[src/hdl/ber_tlv_stream_parser_macros.svh]
// assertion macros for the tlv parser
`ifndef BER_TLV_STREAM_PARSER_MACROS_SVH
`define BER_TLV_STREAM_PARSER_MACROS_SVH

`ifndef ASSERT_OFF

// property must hold on every clock edge out of reset
`define BTSP_ASSERT(lbl, clk, rst_n, prop, msg) \
	lbl: assert property (@(posedge clk) disable iff (!rst_n) prop) \
		else $error(msg);

// condition must never be seen out of reset
`define BTSP_ASSERT_NEVER(lbl, clk, rst_n, expr, msg) \
	lbl: assert property (@(posedge clk) disable iff (!rst_n) !(expr)) \
		else $error(msg);

`else

`define BTSP_ASSERT(lbl, clk, rst_n, prop, msg)

`define BTSP_ASSERT_NEVER(lbl, clk, rst_n, expr, msg)

`endif

`endif

[src/hdl/btsp_pkg.sv]
`timescale 1ns / 1ps

package btsp_pkg;

	// default limits
	localparam int DEF_MAX_DEPTH        = 8;
	localparam int DEF_MAX_LENGTH_BYTES = 4;
	localparam int DEF_MAX_TAG_GROUPS   = 4;

	// entries in the queue between front and back
	localparam int QUEUE_DEPTH = 2;

	// width of the depth seen by status and checks (holds up to 63)
	localparam int DEPTH_STAT_W = 6;

	// byte codes
	localparam logic [4:0] TAG_LONG_MARK = 5'h1F;

	typedef enum logic [1:0] {
		KIND_HEADER = 2'd0,
		KIND_VALUE  = 2'd1,
		KIND_ERROR  = 2'd2
	} result_kind_t;

	typedef enum logic [1:0] {
		ERR_TAG_LONG = 2'd0,
		ERR_LEN_LONG = 2'd1,
		ERR_DEPTH    = 2'd2,
		ERR_OVERRUN  = 2'd3
	} error_code_t;

	typedef enum logic [2:0] {
		PH_TAG_FIRST = 3'd0,
		PH_TAG_MORE  = 3'd1,
		PH_LEN_FIRST = 3'd2,
		PH_LEN_MORE  = 3'd3,
		PH_VALUE     = 3'd4
	} phase_t;

	// classified byte handed from front to back
	typedef struct packed {
		logic [7:0]  data;
		logic        frame_start;
		logic        long_tag;
		logic        short_len;
		logic [31:0] pos;
		logic [32:0] pos_next;
	} item_t;

	// one result item
	typedef struct packed {
		result_kind_t kind;
		logic [27:0]  tag;
		logic [1:0]   cls;
		logic         cons;
		logic [31:0]  len;
		logic [3:0]   lvl;
		logic [7:0]   vbyte;
		error_code_t  ecode;
	} result_t;

	// back end status
	typedef struct packed {
		logic                    ready;
		logic [DEPTH_STAT_W-1:0] depth;
	} back_stat_t;

endpackage

[src/hdl/btsp_front.sv]
`timescale 1ns / 1ps

module btsp_front import btsp_pkg::*; (
	input  logic       clk,
	input  logic       arst_n,
	input  logic       accept,
	input  logic [7:0] data_byte,
	input  logic       frame_start,
	output item_t      item
);

	logic [31:0] pos_q;
	logic [31:0] item_pos;

	// stamp position within the frame and classify the byte
	always_comb begin
		item_pos       = frame_start ? 32'd0 : pos_q;
		item.data      = data_byte;
		item.frame_start = frame_start;
		item.long_tag  = (data_byte[4:0] == TAG_LONG_MARK);
		item.short_len = !data_byte[7];
		item.pos       = item_pos;
		item.pos_next  = {1'b0, item_pos} + 33'd1;
	end

	// next position counter, wraps modulo 2^32
	always_ff @(posedge clk or negedge arst_n) begin
		if (!arst_n) begin
			pos_q <= '0;
		end else if (accept) begin
			pos_q <= item.pos_next[31:0];
		end
	end

endmodule

[src/hdl/btsp_fifo.sv]
`timescale 1ns / 1ps

module btsp_fifo import btsp_pkg::*; (
	input  logic  clk,
	input  logic  arst_n,
	input  logic  push,
	input  item_t wr_item,
	input  logic  pop,
	output logic  full,
	output logic  valid,
	output item_t rd_item
);

	localparam int PTR_W = (QUEUE_DEPTH > 1) ? $clog2(QUEUE_DEPTH) : 1;
	localparam int CNT_W = $clog2(QUEUE_DEPTH + 1);

	item_t            mem_q [QUEUE_DEPTH];
	logic [PTR_W-1:0] wptr_q;
	logic [PTR_W-1:0] rptr_q;
	logic [CNT_W-1:0] cnt_q;

	assign full    = (cnt_q == CNT_W'(QUEUE_DEPTH));
	assign valid   = (cnt_q != '0);
	assign rd_item = mem_q[rptr_q];

	// storage
	always_ff @(posedge clk) begin
		if (push) begin
			mem_q[wptr_q] <= wr_item;
		end
	end

	// pointers and fill count
	always_ff @(posedge clk or negedge arst_n) begin
		if (!arst_n) begin
			wptr_q <= '0;
			rptr_q <= '0;
			cnt_q  <= '0;
		end else begin
			if (push) begin
				wptr_q <= (wptr_q == PTR_W'(QUEUE_DEPTH - 1)) ? '0 : wptr_q + 1'b1;
			end
			if (pop) begin
				rptr_q <= (rptr_q == PTR_W'(QUEUE_DEPTH - 1)) ? '0 : rptr_q + 1'b1;
			end
			if (push && !pop) begin
				cnt_q <= cnt_q + 1'b1;
			end else if (pop && !push) begin
				cnt_q <= cnt_q - 1'b1;
			end
		end
	end

endmodule

[src/hdl/btsp_back.sv]
`timescale 1ns / 1ps

module btsp_back import btsp_pkg::*; #(
	parameter int MAX_DEPTH        = DEF_MAX_DEPTH,
	parameter int MAX_LENGTH_BYTES = DEF_MAX_LENGTH_BYTES,
	parameter int MAX_TAG_GROUPS   = DEF_MAX_TAG_GROUPS
) (
	input  logic       clk,
	input  logic       arst_n,
	input  logic       item_valid,
	input  item_t      item,
	input  logic       out_stall,
	output back_stat_t stat,
	output logic       res_valid,
	output result_t    res
);

	localparam int DEP_W = $clog2(MAX_DEPTH + 1);
	localparam int IDX_W = (MAX_DEPTH > 1) ? $clog2(MAX_DEPTH) : 1;
	localparam int TGC_W = $clog2(MAX_TAG_GROUPS + 1);
	localparam int LBL_W = $clog2(MAX_LENGTH_BYTES + 1);

	phase_t           phase_q, phase_d, phase_e;
	logic [27:0]      tacc_q, tacc_d, tacc_e;
	logic [2:0]       ftb_q, ftb_d, ftb_e;
	logic [TGC_W-1:0] tgc_q, tgc_d, tgc_e;
	logic [31:0]      lacc_q, lacc_d, lacc_e;
	logic [LBL_W-1:0] lleft_q, lleft_d, lleft_e;
	logic [DEP_W-1:0] dep_q, dep_d, dep_e;
	logic [31:0]      vend_q, vend_d, vend_e;
	logic [31:0]      stack_q [MAX_DEPTH];

	logic             out_vld_q;
	result_t          res_q;
	result_t          res_n;
	logic             res_v;

	logic             ready;
	logic             take;
	logic [7:0]       b;
	logic [6:0]       cnt;
	logic [DEP_W-1:0] pop_dep;
	logic [DEP_W-1:0] dep_m1;
	logic [31:0]      top_end;
	logic [31:0]      hdr_len;
	logic [32:0]      end33;
	logic             overrun;
	logic             too_deep;
	logic             fin;
	logic             err;
	error_code_t      ecode;
	logic             push;
	logic [TGC_W-1:0] tgc_inc;

	assign ready = !out_vld_q || !out_stall;
	assign take  = item_valid && ready;
	assign b     = item.data;
	assign cnt   = item.data[6:0];

	// frame start returns the parser to the top level before the byte
	always_comb begin
		if (item.frame_start) begin
			phase_e = PH_TAG_FIRST;
			tacc_e  = '0;
			ftb_e   = '0;
			tgc_e   = '0;
			lacc_e  = '0;
			lleft_e = '0;
			dep_e   = '0;
			vend_e  = '0;
		end else begin
			phase_e = phase_q;
			tacc_e  = tacc_q;
			ftb_e   = ftb_q;
			tgc_e   = tgc_q;
			lacc_e  = lacc_q;
			lleft_e = lleft_q;
			dep_e   = dep_q;
			vend_e  = vend_q;
		end
	end

	// parallel pop: keep parents up to the highest one not yet finished
	always_comb begin
		pop_dep = '0;
		for (int k = 0; k < MAX_DEPTH; k++) begin
			if (DEP_W'(k) < dep_e && item.pos < stack_q[k]) begin
				pop_dep = DEP_W'(k + 1);
			end
		end
	end

	// header length, end position and checks against the innermost parent
	always_comb begin
		dep_m1  = dep_e - DEP_W'(1);
		top_end = stack_q[dep_m1[IDX_W-1:0]];
		if (phase_e == PH_LEN_MORE) begin
			hdr_len = {lacc_e[23:0], b};
		end else if (item.short_len) begin
			hdr_len = {24'd0, b};
		end else begin
			hdr_len = '0;
		end
		end33    = item.pos_next + {1'b0, hdr_len};
		overrun  = (dep_e != '0) && (end33 > {1'b0, top_end});
		too_deep = ftb_e[0] && (hdr_len != '0) && (dep_e >= DEP_W'(MAX_DEPTH));
		tgc_inc  = tgc_e + TGC_W'(1);
	end

	// next state and result
	always_comb begin
		phase_d = phase_e;
		tacc_d  = tacc_e;
		ftb_d   = ftb_e;
		tgc_d   = tgc_e;
		lacc_d  = lacc_e;
		lleft_d = lleft_e;
		dep_d   = dep_e;
		vend_d  = vend_e;
		res_v   = 1'b0;
		res_n   = '0;
		fin     = 1'b0;
		err     = 1'b0;
		ecode   = ERR_TAG_LONG;
		push    = 1'b0;

		unique case (phase_e)
			PH_TAG_FIRST: begin
				dep_d = pop_dep;
				ftb_d = b[7:5];
				if (item.long_tag) begin
					tacc_d  = '0;
					tgc_d   = '0;
					phase_d = PH_TAG_MORE;
				end else begin
					tacc_d  = {20'd0, b};
					phase_d = PH_LEN_FIRST;
				end
			end
			PH_TAG_MORE: begin
				tacc_d = {tacc_e[20:0], b[6:0]};
				tgc_d  = tgc_inc;
				if (b[7]) begin
					if (tgc_inc >= TGC_W'(MAX_TAG_GROUPS)) begin
						err   = 1'b1;
						ecode = ERR_TAG_LONG;
					end
				end else begin
					phase_d = PH_LEN_FIRST;
				end
			end
			PH_LEN_FIRST: begin
				if (item.short_len || cnt == 7'd0) begin
					fin = 1'b1;
				end else if (cnt > 7'(MAX_LENGTH_BYTES)) begin
					err   = 1'b1;
					ecode = ERR_LEN_LONG;
				end else begin
					lacc_d  = '0;
					lleft_d = LBL_W'(cnt);
					phase_d = PH_LEN_MORE;
				end
			end
			PH_LEN_MORE: begin
				if (lacc_e[31:24] != 8'd0) begin
					err   = 1'b1;
					ecode = ERR_LEN_LONG;
				end else begin
					lacc_d  = {lacc_e[23:0], b};
					lleft_d = lleft_e - LBL_W'(1);
					if (lleft_e == LBL_W'(1)) begin
						fin = 1'b1;
					end
				end
			end
			PH_VALUE: begin
				res_v       = 1'b1;
				res_n.kind  = KIND_VALUE;
				res_n.vbyte = b;
				if (item.pos_next[31:0] == vend_e) begin
					phase_d = PH_TAG_FIRST;
				end
			end
			default: begin
				phase_d = PH_TAG_FIRST;
				tacc_d  = '0;
				ftb_d   = '0;
				tgc_d   = '0;
				lacc_d  = '0;
				lleft_d = '0;
				dep_d   = '0;
				vend_d  = '0;
			end
		endcase

		// header complete: check, report, then open the content
		if (fin) begin
			if (overrun) begin
				err   = 1'b1;
				ecode = ERR_OVERRUN;
			end else if (too_deep) begin
				err   = 1'b1;
				ecode = ERR_DEPTH;
			end else begin
				res_v      = 1'b1;
				res_n.kind = KIND_HEADER;
				res_n.tag  = tacc_e;
				res_n.cls  = ftb_e[2:1];
				res_n.cons = ftb_e[0];
				res_n.len  = hdr_len;
				res_n.lvl  = 4'(dep_e);
				phase_d    = PH_TAG_FIRST;
				if (hdr_len != '0) begin
					if (ftb_e[0]) begin
						push  = 1'b1;
						dep_d = dep_e + DEP_W'(1);
					end else begin
						vend_d  = end33[31:0];
						phase_d = PH_VALUE;
					end
				end
			end
		end

		// error: byte consumed, back to top level
		if (err) begin
			res_v       = 1'b1;
			res_n       = '0;
			res_n.kind  = KIND_ERROR;
			res_n.ecode = ecode;
			phase_d     = PH_TAG_FIRST;
			tacc_d      = '0;
			ftb_d       = '0;
			tgc_d       = '0;
			lacc_d      = '0;
			lleft_d     = '0;
			dep_d       = '0;
			vend_d      = '0;
		end
	end

	// parser state
	always_ff @(posedge clk or negedge arst_n) begin
		if (!arst_n) begin
			phase_q <= PH_TAG_FIRST;
			tacc_q  <= '0;
			ftb_q   <= '0;
			tgc_q   <= '0;
			lacc_q  <= '0;
			lleft_q <= '0;
			dep_q   <= '0;
			vend_q  <= '0;
		end else if (take) begin
			phase_q <= phase_d;
			tacc_q  <= tacc_d;
			ftb_q   <= ftb_d;
			tgc_q   <= tgc_d;
			lacc_q  <= lacc_d;
			lleft_q <= lleft_d;
			dep_q   <= dep_d;
			vend_q  <= vend_d;
		end
	end

	// end position stack
	always_ff @(posedge clk) begin
		if (take && push) begin
			stack_q[dep_e[IDX_W-1:0]] <= end33[31:0];
		end
	end

	// output register
	always_ff @(posedge clk or negedge arst_n) begin
		if (!arst_n) begin
			out_vld_q <= 1'b0;
		end else if (ready) begin
			out_vld_q <= take && res_v;
		end
	end

	always_ff @(posedge clk) begin
		if (take && res_v) begin
			res_q <= res_n;
		end
	end

	assign res_valid  = out_vld_q;
	assign res        = res_q;
	assign stat.ready = ready;
	assign stat.depth = DEPTH_STAT_W'(dep_q);

endmodule

[src/hdl/ber_tlv_stream_parser.sv]
`timescale 1ns / 1ps
// BER-TLV stream parser.
// Input channel: one byte of the encoded stream per request on data_byte, with
// frame_start high on the first byte of a frame; accepted when in_valid is high
// and in_stall is low. Output channel: at most one result per byte (object
// header, primitive value byte or error), accepted when out_valid is high and
// out_stall is low. Bytes that only advance the decoder give no result.
// Each byte passes through the two-entry queue, and the parser registers its
// result in the output register that drives the output channel.
// Throughput: one byte per cycle sustained while out_stall is low; each byte is
// decoded in one parser pass, with the parallel pop of finished parents off the stack.
// Reset clears the queue, the position counter and the parser, which then
// expects a top-level tag; in_stall is low straight after reset.
// When the receiver stalls, the output register holds its result, the queue
// takes up to two more bytes and then in_stall rises until results drain.
// Nesting is tracked on an end-position stack of MAX_DEPTH entries.

`include "ber_tlv_stream_parser_macros.svh"

module ber_tlv_stream_parser import btsp_pkg::*; #(
	parameter int MAX_DEPTH        = DEF_MAX_DEPTH,
	parameter int MAX_LENGTH_BYTES = DEF_MAX_LENGTH_BYTES,
	parameter int MAX_TAG_GROUPS   = DEF_MAX_TAG_GROUPS
) (
	input  logic        clk,
	input  logic        arst_n,
	input  logic        in_valid,
	output logic        in_stall,
	input  logic [7:0]  data_byte,
	input  logic        frame_start,
	output logic        out_valid,
	input  logic        out_stall,
	output logic [1:0]  result_kind,
	output logic [27:0] tag_number,
	output logic [1:0]  tag_class,
	output logic        is_constructed,
	output logic [31:0] object_length,
	output logic [3:0]  nesting_level,
	output logic [7:0]  value_byte,
	output logic [1:0]  error_code
);

	item_t      f_item;
	item_t      q_item;
	logic       q_full;
	logic       q_valid;
	logic       q_push;
	logic       q_pop;
	back_stat_t stat;
	result_t    res;

	assign q_push   = in_valid && !q_full;
	assign q_pop    = q_valid && stat.ready;
	assign in_stall = q_full;

	// byte classification and position stamping
	btsp_front u_front (
		.clk         (clk),
		.arst_n      (arst_n),
		.accept      (q_push),
		.data_byte   (data_byte),
		.frame_start (frame_start),
		.item        (f_item)
	);

	// decoupling queue
	btsp_fifo u_fifo (
		.clk     (clk),
		.arst_n  (arst_n),
		.push    (q_push),
		.wr_item (f_item),
		.pop     (q_pop),
		.full    (q_full),
		.valid   (q_valid),
		.rd_item (q_item)
	);

	// tlv decoder with output register
	btsp_back #(
		.MAX_DEPTH        (MAX_DEPTH),
		.MAX_LENGTH_BYTES (MAX_LENGTH_BYTES),
		.MAX_TAG_GROUPS   (MAX_TAG_GROUPS)
	) u_back (
		.clk        (clk),
		.arst_n     (arst_n),
		.item_valid (q_valid),
		.item       (q_item),
		.out_stall  (out_stall),
		.stat       (stat),
		.res_valid  (out_valid),
		.res        (res)
	);

	// result fields
	assign result_kind    = res.kind;
	assign tag_number     = res.tag;
	assign tag_class      = res.cls;
	assign is_constructed = res.cons;
	assign object_length  = res.len;
	assign nesting_level  = res.lvl;
	assign value_byte     = res.vbyte;
	assign error_code     = res.ecode;

	// checks
	`BTSP_ASSERT_NEVER(a_depth_limit, clk, arst_n, stat.depth > DEPTH_STAT_W'(MAX_DEPTH), "stack depth above limit")
	`BTSP_ASSERT(a_frame_top, clk, arst_n, q_pop && q_item.frame_start |=> stat.depth == '0, "frame start left parents open")
	`BTSP_ASSERT(a_error_top, clk, arst_n, out_valid && result_kind == KIND_ERROR && $past(q_pop) |-> stat.depth == '0, "error result left parents open")

endmodule
[config.mk]
export PLATFORM = sky130hd
export DESIGN_NAME = ber_tlv_stream_parser
export DESIGN_NICKNAME = d
export VERILOG_FILES = /design/src/hdl/btsp_pkg.sv /design/src/hdl/btsp_front.sv /design/src/hdl/btsp_fifo.sv /design/src/hdl/btsp_back.sv /design/src/hdl/ber_tlv_stream_parser.sv
export VERILOG_INCLUDE_DIRS = /design/src /design/src/hdl
export SDC_FILE = /design/constraint.sdc
export NUM_CORES = 1
export LEC_CHECK = 0
export BUFFER_PORTS_ARGS = -buffer_cell sky130_fd_sc_hd__buf_4
export CORE_MARGIN = 2
export CORE_UTILIZATION = 68
export DETAILED_ROUTE_END_ITERATION = 6
export PLACE_DENSITY = 0.86
export SKIP_CTS_REPAIR_TIMING = 1
export SYNTH_ARGS = -nofsm -noshare
export SYNTH_HDL_FRONTEND = slang
export SYNTH_SLANG_ARGS = --single-unit
[constraint.sdc]
create_clock -name clk -period 35.8 [get_ports clk]
set_input_delay 1.79 -clock clk [delete_from_list [all_inputs] [get_ports clk]]
set_output_delay 1.79 -clock clk [all_outputs]
set_load 0.05 [all_outputs]
==> flow_metrics.py <==
metrics = {
    "run_status": {
        "status": "finished clean",
    },
    "synth": {
        "synth_edf_count": 487,
        "ys_types": 83,
        "synthCells": 2884,
        "yosysSeqAreaShare_pct": 52.4,
        "syn_nets": 3215,
        "synthArstFlopShare_pct": 22.9,
        "synth_ff_type": "edfxtp_1",
        "syn_area_sq_um": 34900,
        "synth_seq_cells": 632,
        "avgSynthCellArea_sq_um": 12.1,
        "yosys_warnings": 0,
    },
    "place": {
        "placed_cell_area_sq_um": 36500,
        "place_congestion": 1.03,
        "dp.cells": 3612,
        "numPortBuffers": 93,
        "hpwl_um": 72800,
    },
    "setup_path": {
        "path_delay_family": "compound AO/OA/AOI/OAI gates",
        "crit_fanout": 46,
        "cp_slowest_cell": "dfrtp_4",
        "crit_path_end_kind": "flip-flop",
        "worstPathRequired_ps": 36050,
        "cp_num_buf_inv": 2,
        "critPathKind": "flip-flop to flip-flop",
        "crit_path_start_kind": "flip-flop",
        "cpMostUsedCell": "nor2_1",
        "slowest_delay_ps": 840,
        "critPathArrivalTime_ps": 10600,
    },
    "sta": {
        "setup_viol": 0,
        "post-route-period-util_pct": 28.9,
        "skew_ps": 17.9,
        "fmax_ghz": 0.0967,
        "fin_crit_ps": 10340,
        "max_slew_margin_pct": 14.7,
        "rsz0062_at_grt": "false",
        "drv_slew": 0,
        "worst_pin_slew_ps": 1270,
        "fin_tns_setup_ps": 0,
        "hold_viol": 0,
    },
    "layout": {
        "final_layout_size_suffix_gt1_share_pct": 13.3,
        "fin_area_sq_um": 38800,
        "fillers": 3090,
        "layout_common_cells": "edfxtp_1 (487), ha_1 (316), inv_1 (307)",
        "fin_nets": 3339,
        "stdcell_count": 3735,
        "regArea_sq_um": 18300,
        "area_growth_pct": 11.2,
        "multiInputGateArea_sq_um": 15100,
        "final_common_cell": "edfxtp_1",
    },
    "global_route": {
        "antenna_found_initial": 1,
        "grt_overflow": 0,
        "global_route.usage.total_pct": 38.3,
        "grt_pass1_vias": 25700,
        "grt_max_degree": 81,
        "grt_pass1_wl_um": 152000,
    },
    "route": {
        "vias": 25600,
        "ant_nets": 0,
        "dr.pass1.iters": 6,
        "drc": 0,
        "viasPerCell": 6.86,
        "drt_iter0_drc": 3244,
        "drt_wl_total_um": 101000,
        "detail_route.wl_per_cell_um": 27.0,
    },
    "clock_tree": {
        "cts_max_level": 3,
        "clkSinkCount": 632,
        "cts_max_path_buffers": 3,
        "clk_pin_slew_worst_paths_ps": 60,
        "cts_root_buffer": "clkbuf_16",
        "cts_buffers": 66,
        "clk_latency_ps": 620,
        "cts_tree": "yes",
    },
    "floorplan": {
        "dieArea_sq_um": 53100,
        "start_util_pct": 69.2,
        "die_y_um": 230,
        "row_count": 82,
        "ios": 94,
        "die_w_um": 230,
        "core-area_sq_um": 50400,
    },
    "power": {
        "p_per_area_nw_per_um2": 82.5,
        "ir_worst_vdd_uv": 68.7,
        "finalPower_w": 0.00320,
        "leakage_nw": 17.0,
    },
    "min_path": {
        "hold_path.class": "flip-flop to flip-flop",
    },
    "run": {
        "max-cap-violations": 0,
    },
}
## cell families (layout without fill, tap and decap cells)
family                     Yosys count  count (layout)  synth area share [%]
AOI/OAI and AO/OA                  589             589                  12.0
xor gates and xnor gates            76              76                  1.93
adders and majority gates          318             318                  11.4
buffers and inverters              404             582                  4.51
DFF                                632             632                  52.4
muxes                              190             190                  7.85
other                                0               1                     0
and+or+nand+nor                    675             675                  9.96
## registers in the layout, indices dropped and copies added (netlist names), 2 cells and up
register        count
u_back.stack_q    256
u_fifo.mem_q      152
u_back.res         79
u_back.lacc_q      32
u_back.vend_q      32
u_front.pos_q      32
u_back.tacc_q      28
u_back.dep_q        4
u_back.ftb_q        3
u_back.lleft_q      3
u_back.phase_q      3
u_back.tgc_q        3
u_fifo.cnt_q        2
## power by group
group          internal (W)  switching (W)
Combinational      0.000480       0.000961
Clock              0.000418       0.000291
Sequential         0.000974      0.0000751
## path summary, 6_finish.rpt
check,slack (ps),start,cells past startpoint,to
worst min-delay path,490,u_front.pos_q[22],2,u_front.pos_q[22]
min in group asynchronous,1190,arst_n,1,u_front.pos_q[20]
worst max-delay path,25460,u_fifo.rptr_q,26,u_back.stack_q[5][9]
worst max register to register,25460,u_fifo.rptr_q,26,u_back.stack_q[5][9]
max in group asynchronous,33000,arst_n,2,u_fifo.rptr_q
worst min register to register,490,u_front.pos_q[22],2,u_front.pos_q[22]
## layer usage
layer / global-route usage (%) / up-vias / wire (um)
met4: 18.5 / 2 / 4890
met1: 50.2 / 12600 / 37600
met2: 61.6 / 1646 / 47800
met5: 0 / - / 13
li1: - / 11000 / -
met3: 7.63 / 346 / 10600
## synth_stat cells (all sizes together), types with 9 or more instances
library cell	count	area (sq um)
nand3	43	215
o22ai	11	68.8
buf	26	150
a31oi	25	171
edfxtp	487	14600
inv	312	1170
a21o	89	676
o2bb2ai	11	96.3
or3	18	113
nor2b	53	332
nor2	123	462
xor2	41	359
ha	317	3970
o21ai	90	454
nand4	61	382
nand2b	14	87.6
a22o	89	780
nor4	21	131
mux4	60	1350
nand2	168	631
o21bai	9	67.6
and2	59	369
xnor2	35	314
o21a	17	128
clkbuf	65	244
mux2	57	646
mux2i	73	738
o31ai	10	88.8
dfrtp	145	3630
and3	56	350
a21oi	123	616
a211oi	21	158
o211ai	21	158
nor3	25	125
nor4b	11	96.3
## worst reg2reg max path, cell delays in order, from the launching register on
cell and delay (ps):
dfrtp_4 840, buf_4 710, mux2i_1 630, nor2_1 150, ha_1 410, a21o_1 200, a21oi_1 140, nor2b_1 60
o21a_1 200, a2111oi_0 660, nor2_1 270, a31o_2 320, xor2_1 580, ha_1 370, and3_1 180, nand3_1 100
nor2_1 80, o31a_1 100, a2111oi_0 760, a21boi_0 190, o32ai_1 350, a41oi_2 90, o311ai_4 560, and2_1 290
nand2_1 340, nor4b_2 840, buf_4 530
## through the flow
stage,util (%),hold WS (ps),setup slack (ps)
finish,76.9,485,25460
global placement,72.5,453,26060
global route,76.9,508,24910
CTS,76.9,488,25730
floorplan,-,438,24260
detailed placement,72.5,475,25840
## cell type report
| cell class | count | area share, % |
|---|---|---|
| Clock buffer | 89 | 4.70 |
| Inverter | 313 | 3.04 |
| Tap cell | 672 | 2.17 |
| Sequential cell | 632 | 47.1 |
| Clock inverter | 33 | 1.04 |
| Antenna cell | 1 | 0.00646 |
| Multi-Input combinational cell | 1848 | 39.1 |
| Timing Repair Buffer | 147 | 2.86 |
Note: power is estimated with default switching activity, not from simulation.
